<file path="src/rtl/ssc_pkg.sv">
// package for the sphere-sphere contact test: widths and payload types
package ssc_pkg;

	localparam int COORD_BITS_DEF = 24;
	localparam int FRAC_BITS_DEF = 12;
	localparam int NORM_FRAC = 14;
	localparam int NORM_W = 16;
	localparam int CW = 24;
	localparam int RW = CW - 1;
	localparam int DW = CW + 1;
	localparam int SQW = 2 * DW + 2;
	localparam int ROOTW = SQW / 2;
	localparam int QW = NORM_FRAC + 2;
	localparam int NUMW = DW + NORM_FRAC + 1;
	localparam logic [NORM_W-1:0] NORM_ONE = NORM_W'(1 << NORM_FRAC);

	typedef struct packed {
		logic signed [CW-1:0] center_a_x;
		logic signed [CW-1:0] center_a_y;
		logic signed [CW-1:0] center_a_z;
		logic signed [CW-1:0] center_b_x;
		logic signed [CW-1:0] center_b_y;
		logic signed [CW-1:0] center_b_z;
		logic [RW-1:0] radius_a;
		logic [RW-1:0] radius_b;
	} ssc_in_t;

	typedef struct packed {
		logic collided;
		logic signed [NORM_W-1:0] normal_x;
		logic signed [NORM_W-1:0] normal_y;
		logic signed [NORM_W-1:0] normal_z;
		logic [CW-1:0] depth;
	} ssc_out_t;

	// work carried from cell to cell
	typedef struct packed {
		logic valid;
		logic hit;
		logic coinc;
		logic [2:0] neg;
		logic [DW-1:0] mag_x;
		logic [DW-1:0] mag_y;
		logic [DW-1:0] mag_z;
		logic [RW-1:0] radius_a;
		logic [CW-1:0] rsum;
		logic [SQW-1:0] rem;
		logic [ROOTW-1:0] root;
		logic [NUMW-1:0] rem_x;
		logic [NUMW-1:0] rem_y;
		logic [NUMW-1:0] rem_z;
		logic [QW-1:0] q_x;
		logic [QW-1:0] q_y;
		logic [QW-1:0] q_z;
	} ssc_tok_t;

endpackage

</file>
<file path="src/rtl/ssc_root_cell.sv">
// one square-root digit cell: settles one bit of the distance per stage
module ssc_root_cell
	import ssc_pkg::ssc_tok_t;
#(
	parameter int STEP = 0
) (
	input  logic clk,
	input  logic arst_n,
	input  ssc_tok_t tok_in,
	output ssc_tok_t tok_out
);
	import ssc_pkg::*;

	localparam int SH = 2 * (ROOTW - 1 - STEP);

	logic [SQW+1:0] trial;
	logic [SQW+1:0] cand;
	ssc_tok_t nxt;
	ssc_tok_t tok_q;
	logic valid_q;

	always_comb begin
		nxt = tok_in;
		cand = {(SQW + 2)'({tok_in.root, 2'b01})} << SH;
		trial = {2'b00, tok_in.rem};
		if (trial >= cand) begin
			nxt.rem = SQW'(trial - cand);
			nxt.root = {tok_in.root[ROOTW-2:0], 1'b1};
		end else begin
			nxt.root = {tok_in.root[ROOTW-2:0], 1'b0};
		end
	end

	always_ff @(posedge clk or negedge arst_n) begin
		if (!arst_n) begin
			valid_q <= 1'b0;
		end else begin
			valid_q <= nxt.valid;
		end
	end

	always_ff @(posedge clk) begin
		tok_q <= nxt;
	end

	always_comb begin
		tok_out = tok_q;
		tok_out.valid = valid_q;
	end
endmodule

</file>
<file path="config.mk">
export PLATFORM = sky130hd
export DESIGN_NAME = ssc_root_cell
export DESIGN_NICKNAME = d
export VERILOG_FILES = /design/src/rtl/ssc_pkg.sv /design/src/rtl/ssc_root_cell.sv
export SDC_FILE = /design/constraint.sdc
export NUM_CORES = 1
export LEC_CHECK = 0
export ABC_AREA = 1
export BUFFER_PORTS_ARGS = -buffer_cell sky130_fd_sc_hd__clkbuf_2
export CAP_MARGIN = 20
export CELL_PAD_IN_SITES_DETAIL_PLACEMENT = 0
export CELL_PAD_IN_SITES_GLOBAL_PLACEMENT = 1
export CORE_AREA = 5 5 287 289
export CTS_CLUSTER_SIZE = 14
export DETAILED_ROUTE_END_ITERATION = 10
export DIE_AREA = 0 0 292 294
export PLACE_DENSITY = 0.43
export SLEW_MARGIN = 10
export SYNTH_ARGS = -nofsm -noshare
export SYNTH_HDL_FRONTEND = slang
export SYNTH_SLANG_ARGS = --single-unit
</file>
<file path="constraint.sdc">
create_clock -name clk -period 0.9 [get_ports clk]
set_clock_uncertainty 0.05 [all_clocks]
set_input_delay 0.18 -clock clk [delete_from_list [all_inputs] [get_ports clk]]
set_output_delay 0.18 -clock clk [all_outputs]
set_load 0.03 [all_outputs]
</file>
==> impl_results.md <==
- Crit-path cells: buf_12
- Top-count cell post-synth: dfxtp_1
- Slew margin rel.: 87.7%
- Register bit total from synthesis: 374
- RSZ-0062 raised after global routing: true
- Post-synth top area cell: dfxtp_1
- Max VDD drop: 1.41 mV
- Die area: 85800 sq um
- Syn Std Cell Area: 7780 sq um
- Routed Antenna Nets: 0
- EDFF count, synth: 0
- Total grt overflow: 0
- Failing checks: setup timing
- Synth cell types: 13
- Number of global-route vias before repair: 9190
- Post-DP HPWL: 31700 um
- Pre-CTS WS: -431 ps
- Syn Inst Count: 440
- CP Data Required Time: 670 ps
- Main flop type after synthesis: dfxtp_1
- Syn Area/Cell: 17.7 sq um
- Worst setup path class: register to primary output
- Tot Pwr: 42.9 mW
- Actual slew at the worst max-slew pin: 184 ps
- Port bufs: 748
- Clk sinks: 374
- CP Buf/Inv Count: 1
- Final WS setup: -451 ps
- Max Clock Freq: 740 MHz
- Hold Violations, Final: 0
- Top Family by Delay on Critical Path: flip-flops
- Filler cell count: 8027
- Final Max Slew Viols: 0
- Die Ht: 294 um
- Mean routed wirelength per cell: 16.2 um
- DR DRC count: 0
- Layout cells sized above 1: 73.5%
- Num rows: 104
- Lkg Pwr: 9.98 nW
- Hold Crit Class: input pin to register
- Multi-input combinational cell area: 280 sq um
- Root Driver: clkbuf_16
- Core region area: 79600 sq um
- IO Count: 750
- Post-route minimum period: 1350 ps
- Synth-to-Final Area Change: 189%
- Syn Nets: 818
- Gpl congestion: 0.819
- Pin count of the biggest net entering global routing: 14
- Total Wirelength: 44000 um
- Max Cap Violations: 0
- GRT Total Usage: 9.32%
- YS warnings: 0
- Die W: 292 um
- H-tree depth: 2
- Initial Util: 9.77%
- CTS tree: done
- Layout net count: 1998
- Vias per cell: 2.94
- CTS max path bufs: 3
- Largest stage delay on the critical path: 400 ps
- Area contributors post-synth: dfxtp_1, nor2_1, nand2_1
- Top cell type's share of synthesized area: 96.0%
- Startpoint Class: register
- Post-CTS setup buffers: 0
- Critical path's slowest cell: dfrtp_1
- Crit. End Element: primary output
- Run status: finished with violations
- Drt initial violations: 107
- First-pass GRT wire length: 59400 um
- Max FO, Critical Path: 1
- Register area: 8040 sq um
- TritonCTS Buffers: 42
- Fin crit share: 150%
- Endpoints failing setup: 374
- Synth cell count leaders: dfxtp_1, nor2_1, nand2_1
- Initial antenna violation count: 5
- PD cells: 1910 nW/um^2
- Pre-antenna DRT Iters: 4
- Clock transition at the registers of the reported paths: 60 ps
- Worst Path Arrival: 1120 ps
- Register area share after synthesis: 96.3%
- Ys async rst share: 0.267%
- Via count: 7973
-- metrics by stage --
stage               hold WS, ps  TNS, ps  utilization, %  instances  instance area, sq um
floorplan                  -166     -215               -        440                  7810
global placement          -62.1    -1200            16.4       2261                 13100
detailed placement        -59.3    -1190            16.4       2261                 13100
CTS                       -5.43  -155480            27.6       2709                 22000
global route               20.2  -152680            28.2       2711                 22500
finish                     12.4  -128330            28.3       2713                 22500
-- logic make-up after synthesis --
family / synth area share (%)
flops: 96.3
simple gates: 3.02
fa+ha+maj: 0.322
buf+inv: 0.338
-- flip-flops by register name, indices dropped and copies added (netlist names) --
signal,count
tok_out,373
valid_q,1
-- metal layers --
metal | vias to the layer above | track usage [%] | wire length (um)
li1 | 3731 | - | -
met1 | 3715 | 8.95 | 14000
met2 | 430 | 16.6 | 22900
met3 | 93 | 5.01 | 5450
met4 | 4 | 3.90 | 1600
met5 | - | 0 | 27
-- placed cells by master, fill, tap and decap left out --
master         synthesis  layout
clkbuf_16              0      47
buf_12                 0       6
diode_2                0       3
clkbuf_8               0       7
inv_12                 0       1
ha_1                   2       1
nand2_1               18      18
nand3_2                0       1
clkinv_2               0       8
clkinvlp_4             0       4
clkbuf_2               0     374
nand3_1                2       1
inv_2                  0       1
or2_1                  1       1
nand2_2                2       2
dfrtp_1                1       1
nand4_1                1       1
dfxtp_4                0      32
nor2_1                32      31
dfxtp_2                0     341
buf_8                  0     366
bufinv_16              0       3
ha_4                   0       1
inv_6                  0       2
or2_2                  1       1
clkbuf_1               0       5
dlygate4sd3_1          0     376
nor2_2                 1       2
buf_4                  1      13
inv_1                  5       3
-- worst min-delay path, delay by kind of cell --
family | cells | cell delay (ps)
buf+inv | 1 | 90
simple gates | 5 | 310
-- repair_timing --
item,4_1_cts,5_1_grt
endpoints found under the hold margin,375,4
pin swaps,0,7
hold buffers,375,5
gates resized for setup,1102,408
setup endpoints to repair,374,377
-- path summary, 6_finish.rpt --
path / from / to / cells past startpoint
min in group asynchronous: arst_n / valid_q / 3
max: valid_q / tok_out[373] / 1
max in group asynchronous: arst_n / valid_q / 3
min: tok_in[215] / tok_out[168] / 6
-- where the power goes --
group	internal [mW]	total, mW	switching [mW]	leakage (nW)
combinational	3.98	6.99	3.00	6.12
clock	10.5	17.6	7.09	0.694
sequential	17.6	18.3	0.705	3.17
total	32.1	42.9	10.8	9.98
-- area by class of cell --
cell class	count	share of cell area, %
timing repair buffer	1137	50.7
sequential	374	35.7
tap	1060	5.89
clock buffer	57	5.52
multi-input combinational	60	1.25
clock inverter	17	0.790
inverter	5	0.139
antenna	3	0.0334
Power figures use the tool's default switching activity.
