--- src/rtl/ssc_pkg.sv ---
// package for the sphere-sphere contact test: widths and payload types
package ssc_pkg;

	localparam int COORD_BITS_DEF = 24;
	localparam int FRAC_BITS_DEF = 12;
	localparam int NORM_FRAC = 14;
	localparam int NORM_W = 16;
	localparam int CW = 24;
	localparam int RW = CW - 1;
	localparam int DW = CW + 1;
	localparam int SQW = 2 * DW + 2;
	localparam int ROOTW = SQW / 2;
	localparam int QW = NORM_FRAC + 2;
	localparam int NUMW = DW + NORM_FRAC + 1;
	localparam logic [NORM_W-1:0] NORM_ONE = NORM_W'(1 << NORM_FRAC);

	typedef struct packed {
		logic signed [CW-1:0] center_a_x;
		logic signed [CW-1:0] center_a_y;
		logic signed [CW-1:0] center_a_z;
		logic signed [CW-1:0] center_b_x;
		logic signed [CW-1:0] center_b_y;
		logic signed [CW-1:0] center_b_z;
		logic [RW-1:0] radius_a;
		logic [RW-1:0] radius_b;
	} ssc_in_t;

	typedef struct packed {
		logic collided;
		logic signed [NORM_W-1:0] normal_x;
		logic signed [NORM_W-1:0] normal_y;
		logic signed [NORM_W-1:0] normal_z;
		logic [CW-1:0] depth;
	} ssc_out_t;

	// work carried from cell to cell
	typedef struct packed {
		logic valid;
		logic hit;
		logic coinc;
		logic [2:0] neg;
		logic [DW-1:0] mag_x;
		logic [DW-1:0] mag_y;
		logic [DW-1:0] mag_z;
		logic [RW-1:0] radius_a;
		logic [CW-1:0] rsum;
		logic [SQW-1:0] rem;
		logic [ROOTW-1:0] root;
		logic [NUMW-1:0] rem_x;
		logic [NUMW-1:0] rem_y;
		logic [NUMW-1:0] rem_z;
		logic [QW-1:0] q_x;
		logic [QW-1:0] q_y;
		logic [QW-1:0] q_z;
	} ssc_tok_t;

endpackage

--- src/rtl/ssc_div_cell.sv ---
// one restoring-division cell: one quotient bit for each normal component
module ssc_div_cell
	import ssc_pkg::ssc_tok_t;
(
	input  logic clk,
	input  logic arst_n,
	input  logic [2:0] num_bits,
	input  ssc_tok_t tok_in,
	output ssc_tok_t tok_out
);
	import ssc_pkg::*;

	logic [NUMW:0] dv;
	logic [NUMW:0] tx, ty, tz;
	ssc_tok_t nxt;
	ssc_tok_t tok_q;
	logic valid_q;

	always_comb begin
		nxt = tok_in;
		dv = (NUMW + 1)'(tok_in.root);
		tx = {tok_in.rem_x, num_bits[2]};
		ty = {tok_in.rem_y, num_bits[1]};
		tz = {tok_in.rem_z, num_bits[0]};
		nxt.q_x = {tok_in.q_x[QW-2:0], tx >= dv};
		nxt.q_y = {tok_in.q_y[QW-2:0], ty >= dv};
		nxt.q_z = {tok_in.q_z[QW-2:0], tz >= dv};
		nxt.rem_x = (tx >= dv) ? NUMW'(tx - dv) : NUMW'(tx);
		nxt.rem_y = (ty >= dv) ? NUMW'(ty - dv) : NUMW'(ty);
		nxt.rem_z = (tz >= dv) ? NUMW'(tz - dv) : NUMW'(tz);
	end

	always_ff @(posedge clk or negedge arst_n) begin
		if (!arst_n) begin
			valid_q <= 1'b0;
		end else begin
			valid_q <= nxt.valid;
		end
	end

	always_ff @(posedge clk) begin
		tok_q <= nxt;
	end

	always_comb begin
		tok_out = tok_q;
		tok_out.valid = valid_q;
	end
endmodule

--- config.mk ---
export PLATFORM = sky130hd
export DESIGN_NAME = ssc_div_cell
export DESIGN_NICKNAME = d
export VERILOG_FILES = /design/src/rtl/ssc_pkg.sv /design/src/rtl/ssc_div_cell.sv
export SDC_FILE = /design/constraint.sdc
export NUM_CORES = 1
export LEC_CHECK = 0
export BUFFER_PORTS_ARGS = -buffer_cell sky130_fd_sc_hd__buf_2
export CORE_AREA = 4 4 289 291
export CTS_BUF_LIST = sky130_fd_sc_hd__clkbuf_8
export CTS_CLUSTER_SIZE = 30
export DETAILED_ROUTE_END_ITERATION = 8
export DIE_AREA = 0 0 293 295
export SYNTH_ARGS = -nofsm -noshare
export SYNTH_HDL_FRONTEND = slang
export SYNTH_SLANG_ARGS = --single-unit
--- constraint.sdc ---
create_clock -name clk -period 1.1 [get_ports clk]
set_input_delay 0.165 -clock clk [delete_from_list [all_inputs] [get_ports clk]]
set_output_delay 0.165 -clock clk [all_outputs]
set_load 0.01 [all_outputs]
==> summary.md, run 1 <==
| Metric | Value |
|---|---|
| Setup crit start | tok_in[175] |
| Initial antenna violation count | between 50 and 60 |
| Worst Hold Depth | 2 |
| First-pass GRT wire length | between 100,000 and 150,000 µm |
| Seq cells post-synth | 374 |
| Yosys warning total | 0 |
| Seq. cell area | around 0.008 mm² |
| Relative slew slack | 0.6688 |
| Hold WS | -0.2310 ns |
| Fin crit share | 2.015 |
| Die Width | 293 µm |
| DIE AREA | 0.08644 mm² |
| Clock transition at path regs | 0.06 ns |
| Number of I/O port buffers | around 750 |
| Status | finished, violations left |
| Failing checks | hold timing, setup timing |
| Antenna Violating Nets Remaining | 0 |
| Fin. max-slew vios | 0 |
| Root Buffer | clkbuf_8 |
| Number of core rows | about 100 |
| Clock period minus worst slack | 2.216 ns |
| Final Instance Area | ~0.033 mm² |
| Layout cell share with drive strength beyond 1 | 0.6560 |
| Fmax achieved | between 0.4 and 0.5 GHz |
| CP required | between 1.5 and 2 ns |
| Area grow syn2layout | 144.4% |
| Initial core utilization | 0.1689 |
| Dpl cell area | ~0.022 mm² |
| Global placement routability congestion | ~0.9 |
| Longest Clk Path Bufs | 3 |
| Final setup vio count | between 400 and 500 |
| Post-Syn Instances | about 1,300 |
| Placed Cells | ~3,500 |
| Core area | roughly 0.081 mm² |
| Vias in the first global route | about 18,000 |
| WP data arrival | between 2 and 3 ns |
| Hold Crit Class | in2reg |
| Mapped Avg Cell Area | between 10 and 15 µm² |
| Pleak | around 15 nW |
| Post-synth net total | approximately 1,800 |
| CP delay by family, top | compound AO/OA/AOI/OAI gates |
| Critical Path Start Type | input port |
| Dpl hpwl | 78,380 µm |
| Grt total ovfl | 0 |
| Worst hold endpoint | tok_out[168] |
| Unique cell type count in the Yosys netlist | 66 |
| Most frequent cells in the layout | buf_2, dlygate4sd3_1, buf_4 |
| DIE HEIGHT | just under 300 µm |
| Pre-Repair DR Iteration Count | 5 |
| CTS tree | yes |
| Total detailed-routing wirelength | approximately 100,000 µm |
| RSZ-0062 raised after global routing | yes |
| Num CTS Buffers | 74 |
| Worst setup margin | -1.116 ns |
| H-tree Lvls | 3 |
| Layout net count | ~3,400 |
| Post-Syn Area | 0.01361 mm² |
| Clock Sinks | between 300 and 400 |
| Synth Flop Type | dfxtp_1 |
| WL/cell | approximately 24 µm |
| Max VDD drop | 1.058 mV |
| Finished Layout Cells | 4,133 |
| Critical-path cell list | buf_8 -> clkinvlp_4 -> buf_6 -> ha_4 -> o21ai_2 -> o21bai_1 -> o21a_1 -> o22a_4 -> buf_6 -> a311oi_4 -> a211o_1 -> and3_4 -> buf_8 -> nand3_4 -> xnor2_2 |
| Crit path kind | in2reg |
| Hold path start | tok_in[168] |
| Top post-synthesis cells by area | dfxtp_1, ha_1, a21oi_1 |
| Yosys top cell by area | dfxtp_1 |
| CP Capture Type | register |
| Crit-path max FO | 5 |
| Average vias per placed instance | between 4 and 5 |
| Max-cap viol count | 0 |
| I/O pin count | approximately 750 |
| DR DRC count | 0 |
| Total track usage | 0.2164 |
| Iteration-0 DRC Markers | between 600 and 700 |
| Power density cells | 1357 mW/mm² |
| Slowest CP cell | a311oi_4 |
| Via count | around 17,000 |
| Synth top area share | 0.5487 |
| Worst-Margin Slew | between 0.4 and 0.5 ns |
| Pin count of the biggest net entering global routing | 15 |
| Final Hold Viols | 3 |
| EDFF count, synth | 0 |
| Area of the multi-input gates | between 0.008 and 0.009 mm² |
| Sequential element share of the synthesized area | 0.5506 |
| Commonest non-fill, non-tap cell in the layout | buf_2 |
| Max stage delay on crit path | approximately 0.28 ns |
| Synth async-reset ratio | 0.002674 |
| Bufs and invs on worst path | 5 |
| Fillcell total | around 7,600 |
[cells in the mapped netlist, types with 12 or more instances]
cell and n:
ha_1 78, nand2b_1 14, nor3_1 27, xnor2_1 59, nand4_1 17, o21a_1 19, nor2b_1 14, nor4_1 12
clkbuf_1 33, dfxtp_1 373, nand3_1 22, nor2_1 88, o21ai_0 78, nand2_1 114, inv_1 54, a21o_1 21
a21oi_1 119, xor2_1 50
[repair_timing]
action	CTS	global route
gates cloned	8	2
pin swaps	113	103
hold buffers	373	7
setup buffers	60	35
endpoints found under the setup margin	497	497
resized for setup	400	1023
hold endpoints to repair	372	9
[layout make-up]
type                            count  area share
Antenna cell                       29    0.002182
Tap cell                         1060     0.03988
Multi-Input combinational cell    874      0.2454
Sequential cell                   374      0.2364
Clock buffer                       87     0.03601
Timing Repair Buffer             1608      0.4160
Clock inverter                     46     0.01550
Inverter                           55    0.008616
[sequential cells by signal, indices dropped and copies added, names as in the netlist]
signal	flops
valid_q	1
tok_out	373
[per-stage QoR]
stage / power (W) / util / worst slack, ns / hold WS [ns] / setup TNS (ns)
final: 0.04513 / 0.4129 / -1.116 / -0.2310 / -179.69
after CTS: 0.04347 / 0.3711 / -0.9178 / -0.3307 / -193.92
after global placement: 0.02422 / 0.2746 / -1.891 / -0.05998 / -196.22
after floorplan: 0.01892 / - / -1.394 / -0.1306 / -132.44
after detailed placement: 0.02421 / 0.2746 / -1.925 / -0.05929 / -199.37
after global routing: 0.04716 / 0.4123 / -1.210 / -0.2620 / -210.85
[per-layer routing]
layer	part of all wire	wire length [µm]	global-route usage	vias to the layer above
li1	-	-	-	8030
met1	0.35	34950	0.2167	8072
met2	0.50	50460	0.3876	682
met3	0.094	9498	0.08902	230
met4	0.053	5364	0.1084	40
met5	0.0027	273	0	-
[power breakdown]
| part | switching [W] | total (W) | internal (W) |
|---|---|---|---|
| combinational | 0.00582 | 0.0127 | 0.00687 |
| clock | 0.00694 | 0.0168 | 0.00987 |
| sequential | 0.000603 | 0.0156 | 0.0150 |
[worst max-delay path by stage]
stage,end,cells after the start
CTS,tok_out[122],13
floorplan,tok_out[78],12
global route,tok_out[82],16
global placement,tok_out[82],14
finish,tok_out[79],15
detailed placement,tok_out[82],14
[kinds of logic after synthesis]
logic type / synth area share
AO/OA/AOI/OAI: 0.1386
XOR/XNOR: 0.07015
adder cells (fa/ha/maj): 0.07613
buffers and inverters: 0.02648
flip-flops: 0.5506
multiplexers: 0.006436
AND/OR/NAND/NOR: 0.1317
No activity file was read; power rests on OpenSTA's default activity.
==> run 2, diff against run 1 <==
==> config.mk (replaced) <==
export PLATFORM = sky130hd
export DESIGN_NAME = ssc_div_cell
export DESIGN_NICKNAME = d
export VERILOG_FILES = /design/src/rtl/ssc_pkg.sv /design/src/rtl/ssc_div_cell.sv
export SDC_FILE = /design/constraint.sdc
export NUM_CORES = 1
export LEC_CHECK = 0
export ABC_AREA = 1
export CORE_AREA = 4 4 292 294
export CTS_BUF_LIST = sky130_fd_sc_hd__clkbuf_8
export CTS_CLUSTER_SIZE = 30
export DETAILED_ROUTE_END_ITERATION = 8
export DIE_AREA = 0 0 296 298
export DONT_BUFFER_PORTS = 1
export SYNTH_ARGS = -nofsm -noshare
export SYNTH_HDL_FRONTEND = slang
export SYNTH_SLANG_ARGS = --single-unit
==> run 2 against run 1 <==
  * The flow still finishes with violations (hold timing, setup timing)
  * Sequential cell count unchanged
  * Worst setup slack improved by 0.77 ns
  * Cell count increased by 11%
  * Sequential power increased by 8%
  * Clock power decreased by 8%
  * Synthesized cell count increased by 83%
  * Via count increased by 14%
  * Highest routed layer unchanged
  * Fmax increased by 53%
  * Critical path type unchanged
  * Power decreased by 7.5%
==> summary.md, run 2 <==
| Metric | Value |
|---|---|
| Max VDD drop | 0.8117 mV (was 1.058 mV) |
| Global placement routability congestion | 0.9871 (was 0.8907) |
| Unique cell type count in the Yosys netlist | 30 (was 66) |
| Fin. max-slew vios | 0 (unchanged) |
| Crit path kind | in2reg (unchanged) |
| Yosys top cell by area | dfxtp_1 (unchanged) |
| Final setup vio count | 497 (unchanged) |
| Synth cell count leaders | nand2_1, inv_1, dfxtp_1 (was dfxtp_1, a21oi_1, nand2_1) |
| Iteration-0 DRC Markers | 1,275 (was 604) |
| Synth top area share | 0.4403 (was 0.5487) |
| Die Width | 296 µm (was 293 µm) |
| Layout net count | 3,880 (was 3,447) |
| Area grow syn2layout | 80.94% (was 144.4%) |
| Via count | 19,440 (was 17,050) |
| Worst setup margin | -0.3511 ns (was -1.116 ns) |
| CTS tree | yes (unchanged) |
| Number of I/O port buffers | 0 (was 749) |
| Yosys warning total | 0 (unchanged) |
| Mapped Avg Cell Area | 6.919 µm² (was 10.16 µm²) |
| Synth async-reset ratio | 0.002674 (unchanged) |
| H-tree Lvls | 3 (unchanged) |
| Pleak | 14.65 nW (was 14.86 nW) |
| WL/cell | 26.18 µm (was 24.33 µm) |
| DR DRC count | 0 (unchanged) |
| EDFF count, synth | 0 (unchanged) |
| RSZ-0062 raised after global routing | yes (unchanged) |
| Initial antenna violation count | 40 (was 59) |
| Bufs and invs on worst path | 4 (was 5) |
| Final Hold Viols | 80 (was 3) |
| CP required | 1.64 ns (was 1.63 ns) |
| Synth Flop Type | dfxtp_1 (unchanged) |
| Average vias per placed instance | 4.241 (was 4.126) |
| Crit-path max FO | 11 (was 5) |
| Total track usage | 0.2555 (was 0.2164) |
| Total power | 0.04174 W (was 0.04513 W) |
| Top post-synthesis cells by area | dfxtp_1, nand2_1, inv_1 (was dfxtp_1, ha_1, a21oi_1) |
| Failing checks | hold timing, setup timing (unchanged) |
| CP Capture Type | register (unchanged) |
| First-pass GRT wire length | 154,800 µm (was 132,300 µm) |
| Num CTS Buffers | 73 (was 74) |
| Initial core utilization | 0.2046 (was 0.1689) |
| Most frequent cells in the layout | nand2_1, buf_4, dlygate4sd3_1 (was buf_2, dlygate4sd3_1, buf_4) |
| Root Buffer | clkbuf_8 (unchanged) |
| Fillcell total | 8,544 (was 7,609) |
| Total detailed-routing wirelength | 120,000 µm (was 100,500 µm) |
| Most used cell, CP | nand2_2 |
| End-of-flow core utilization | 0.3702 (was 0.4129) |
| Max-cap viol count | 0 (unchanged) |
| Vias in the first global route | 18,950 (was 18,060) |
| Status | finished, violations left (unchanged) |
| Hold Crit Class | in2reg (unchanged) |
| Max stage delay on crit path | 0.31 ns (was 0.28 ns) |
| Post-synth net total | 2,911 (was 1,799) |
| Number of core rows | 106 (was 104) |
| WP data arrival | 1.99 ns (was 2.75 ns) |
| CP delay by family, top | simple AND/OR/NAND/NOR gates (was compound AO/OA/AOI/OAI gates) |
| Count leader, synth | nand2_1 (was dfxtp_1) |
| Clock Sinks | 374 (unchanged) |
| Layout cell share with drive strength beyond 1 | 0.3386 (was 0.6560) |
| Longest Clk Path Bufs | 3 (unchanged) |
| Metal3 WL | 12,210 µm (was 9498 µm) |
| Post-Syn Area | 0.01696 mm² (was 0.01361 mm²) |
| Met2 WL | 57,810 µm (was 50,460 µm) |
| Fin crit share | 1.319 (was 2.015) |
| Critical Path Start Type | input port (unchanged) |
| Sequential element share of the synthesized area | 0.4418 (was 0.5506) |
| Post-Syn Instances | 2,451 (was 1,339) |
| Slowest CP cell | ha_4 (was a311oi_4) |
| Met1 Wirelength | 45,640 µm (was 34,950 µm) |
| Highest Signal Layer | met5 (unchanged) |
| Grt total ovfl | 0 (unchanged) |
| I/O pin count | 753 (unchanged) |
| Critical-path cell list | clkinvlp_4 -> buf_6 -> ha_4 -> nand2_8 -> nor2_4 -> nand2_2 -> nor3_4 -> a31oi_4 -> nand2_8 -> inv_8 -> buf_12 -> nand2_2 -> nand2_2 (was buf_8 -> clkinvlp_4 -> buf_6 -> ha_4 -> o21ai_2 -> o21bai_1 -> o21a_1 -> o22a_4 -> buf_6 -> a311oi_4 -> a211o_1 -> and3_4 -> buf_8 -> nand3_4 -> xnor2_2) |
| Dpl hpwl | 98,170 µm (was 78,380 µm) |
| Fmax achieved | 0.6891 GHz (was 0.4512 GHz) |
| Relative slew slack | 0.7624 (was 0.6688) |
| Seq cells post-synth | 374 (unchanged) |
| DIE HEIGHT | 298 µm (was 295 µm) |
| DIE AREA | 0.08821 mm² (was 0.08644 mm²) |
| Clock transition at path regs | 0.06 ns (about the same) |
| Largest register FFs | 373 (unchanged) |
| Clock period minus worst slack | 1.451 ns (was 2.216 ns) |
| Core area | 0.08289 mm² (was 0.08055 mm²) |
| Hold WS | -0.4956 ns (was -0.2310 ns) |
| Pre-Repair DR Iteration Count | 5 (unchanged) |
| Worst-Margin Slew | 0.3538 ns (was 0.4916 ns) |
| Power density cells | 1360 mW/mm² (was 1357 mW/mm²) |
| Antenna Violating Nets Remaining | 0 (unchanged) |
| Pin count of the biggest net entering global routing | 29 (was 15) |
| Commonest non-fill, non-tap cell in the layout | nand2_1 (was buf_2) |
==> run 2: repair_timing <==
action | in CTS | in global routing
gates resized for setup | 409 | 334
cloned | 2 | 4
buffers inserted | 11 | 19
hold endpoints to repair | 372 | 99
setup endpoints to repair | 497 | 497
hold buffers | 395 | 25
pin swaps | 17 | 82
==> run 2: routing by layer <==
| metal | vias up | track usage |
|---|---|---|
| li1 | 9402 | - |
| met1 | 9122 | 0.2859 |
| met2 | 745 | 0.4458 |
| met3 | 154 | 0.1001 |
| met4 | 14 | 0.07786 |
| met5 | - | 0 |
==> run 2: where the power goes <==
part / leakage (nW) / total [W] / switching, W / internal (W)
logic: 10.6 / 0.00944 / 0.00476 / 0.00468
registers: 3.20 / 0.0168 / 0.00197 / 0.0148
clock network: 0.883 / 0.0155 / 0.00677 / 0.00876
==> run 2: final timing paths <==
check | slack [ns] | cells past startpoint | start | to
min in group asynchronous | 0.23 | 2 | arst_n | valid_q
worst min-delay path | -0.50 | 0 | tok_in[168] | tok_out[168]
max in group asynchronous | 0.76 | 2 | arst_n | valid_q
worst max-delay path | -0.35 | 13 | tok_in[176] | tok_out[72]
==> run 2: cells by family after synthesis <==
kind of cell / synth area share
AOI/OAI and AO/OA: 0.02796
xor gates and xnor gates: 0.02789
adders and majority gates: 0.06109
buffers and inverters: 0.09739
DFF: 0.4418
and+or+nand+nor: 0.3439
==> run 2: cell type report <==
class                   instances  area [µm²]  share of cell area
multi-input cells            1666        9782              0.3188
repair buffers                916        8427              0.2746
flip-flops and latches        374        7934              0.2586
inverters                     389        1534             0.04999
well taps                    1080        1351             0.04404
clock buffers                  92        1266             0.04127
clock inverters                39       322.8             0.01052
diodes                         27       67.56            0.002202
==> run 2: per-stage QoR <==
stage	TNS [ns]	setup slack, ns	cell area (µm²)	std cells
after floorplan	-65.52	-0.5600	17170	2451
after global placement	-131.67	-1.211	21960	3973
after detailed placement	-133.63	-1.228	21960	3973
after CTS	-109.41	-0.3225	28910	4511
after global routing	-105.40	-0.4067	30660	4574
final	-81.30	-0.3511	30680	4583
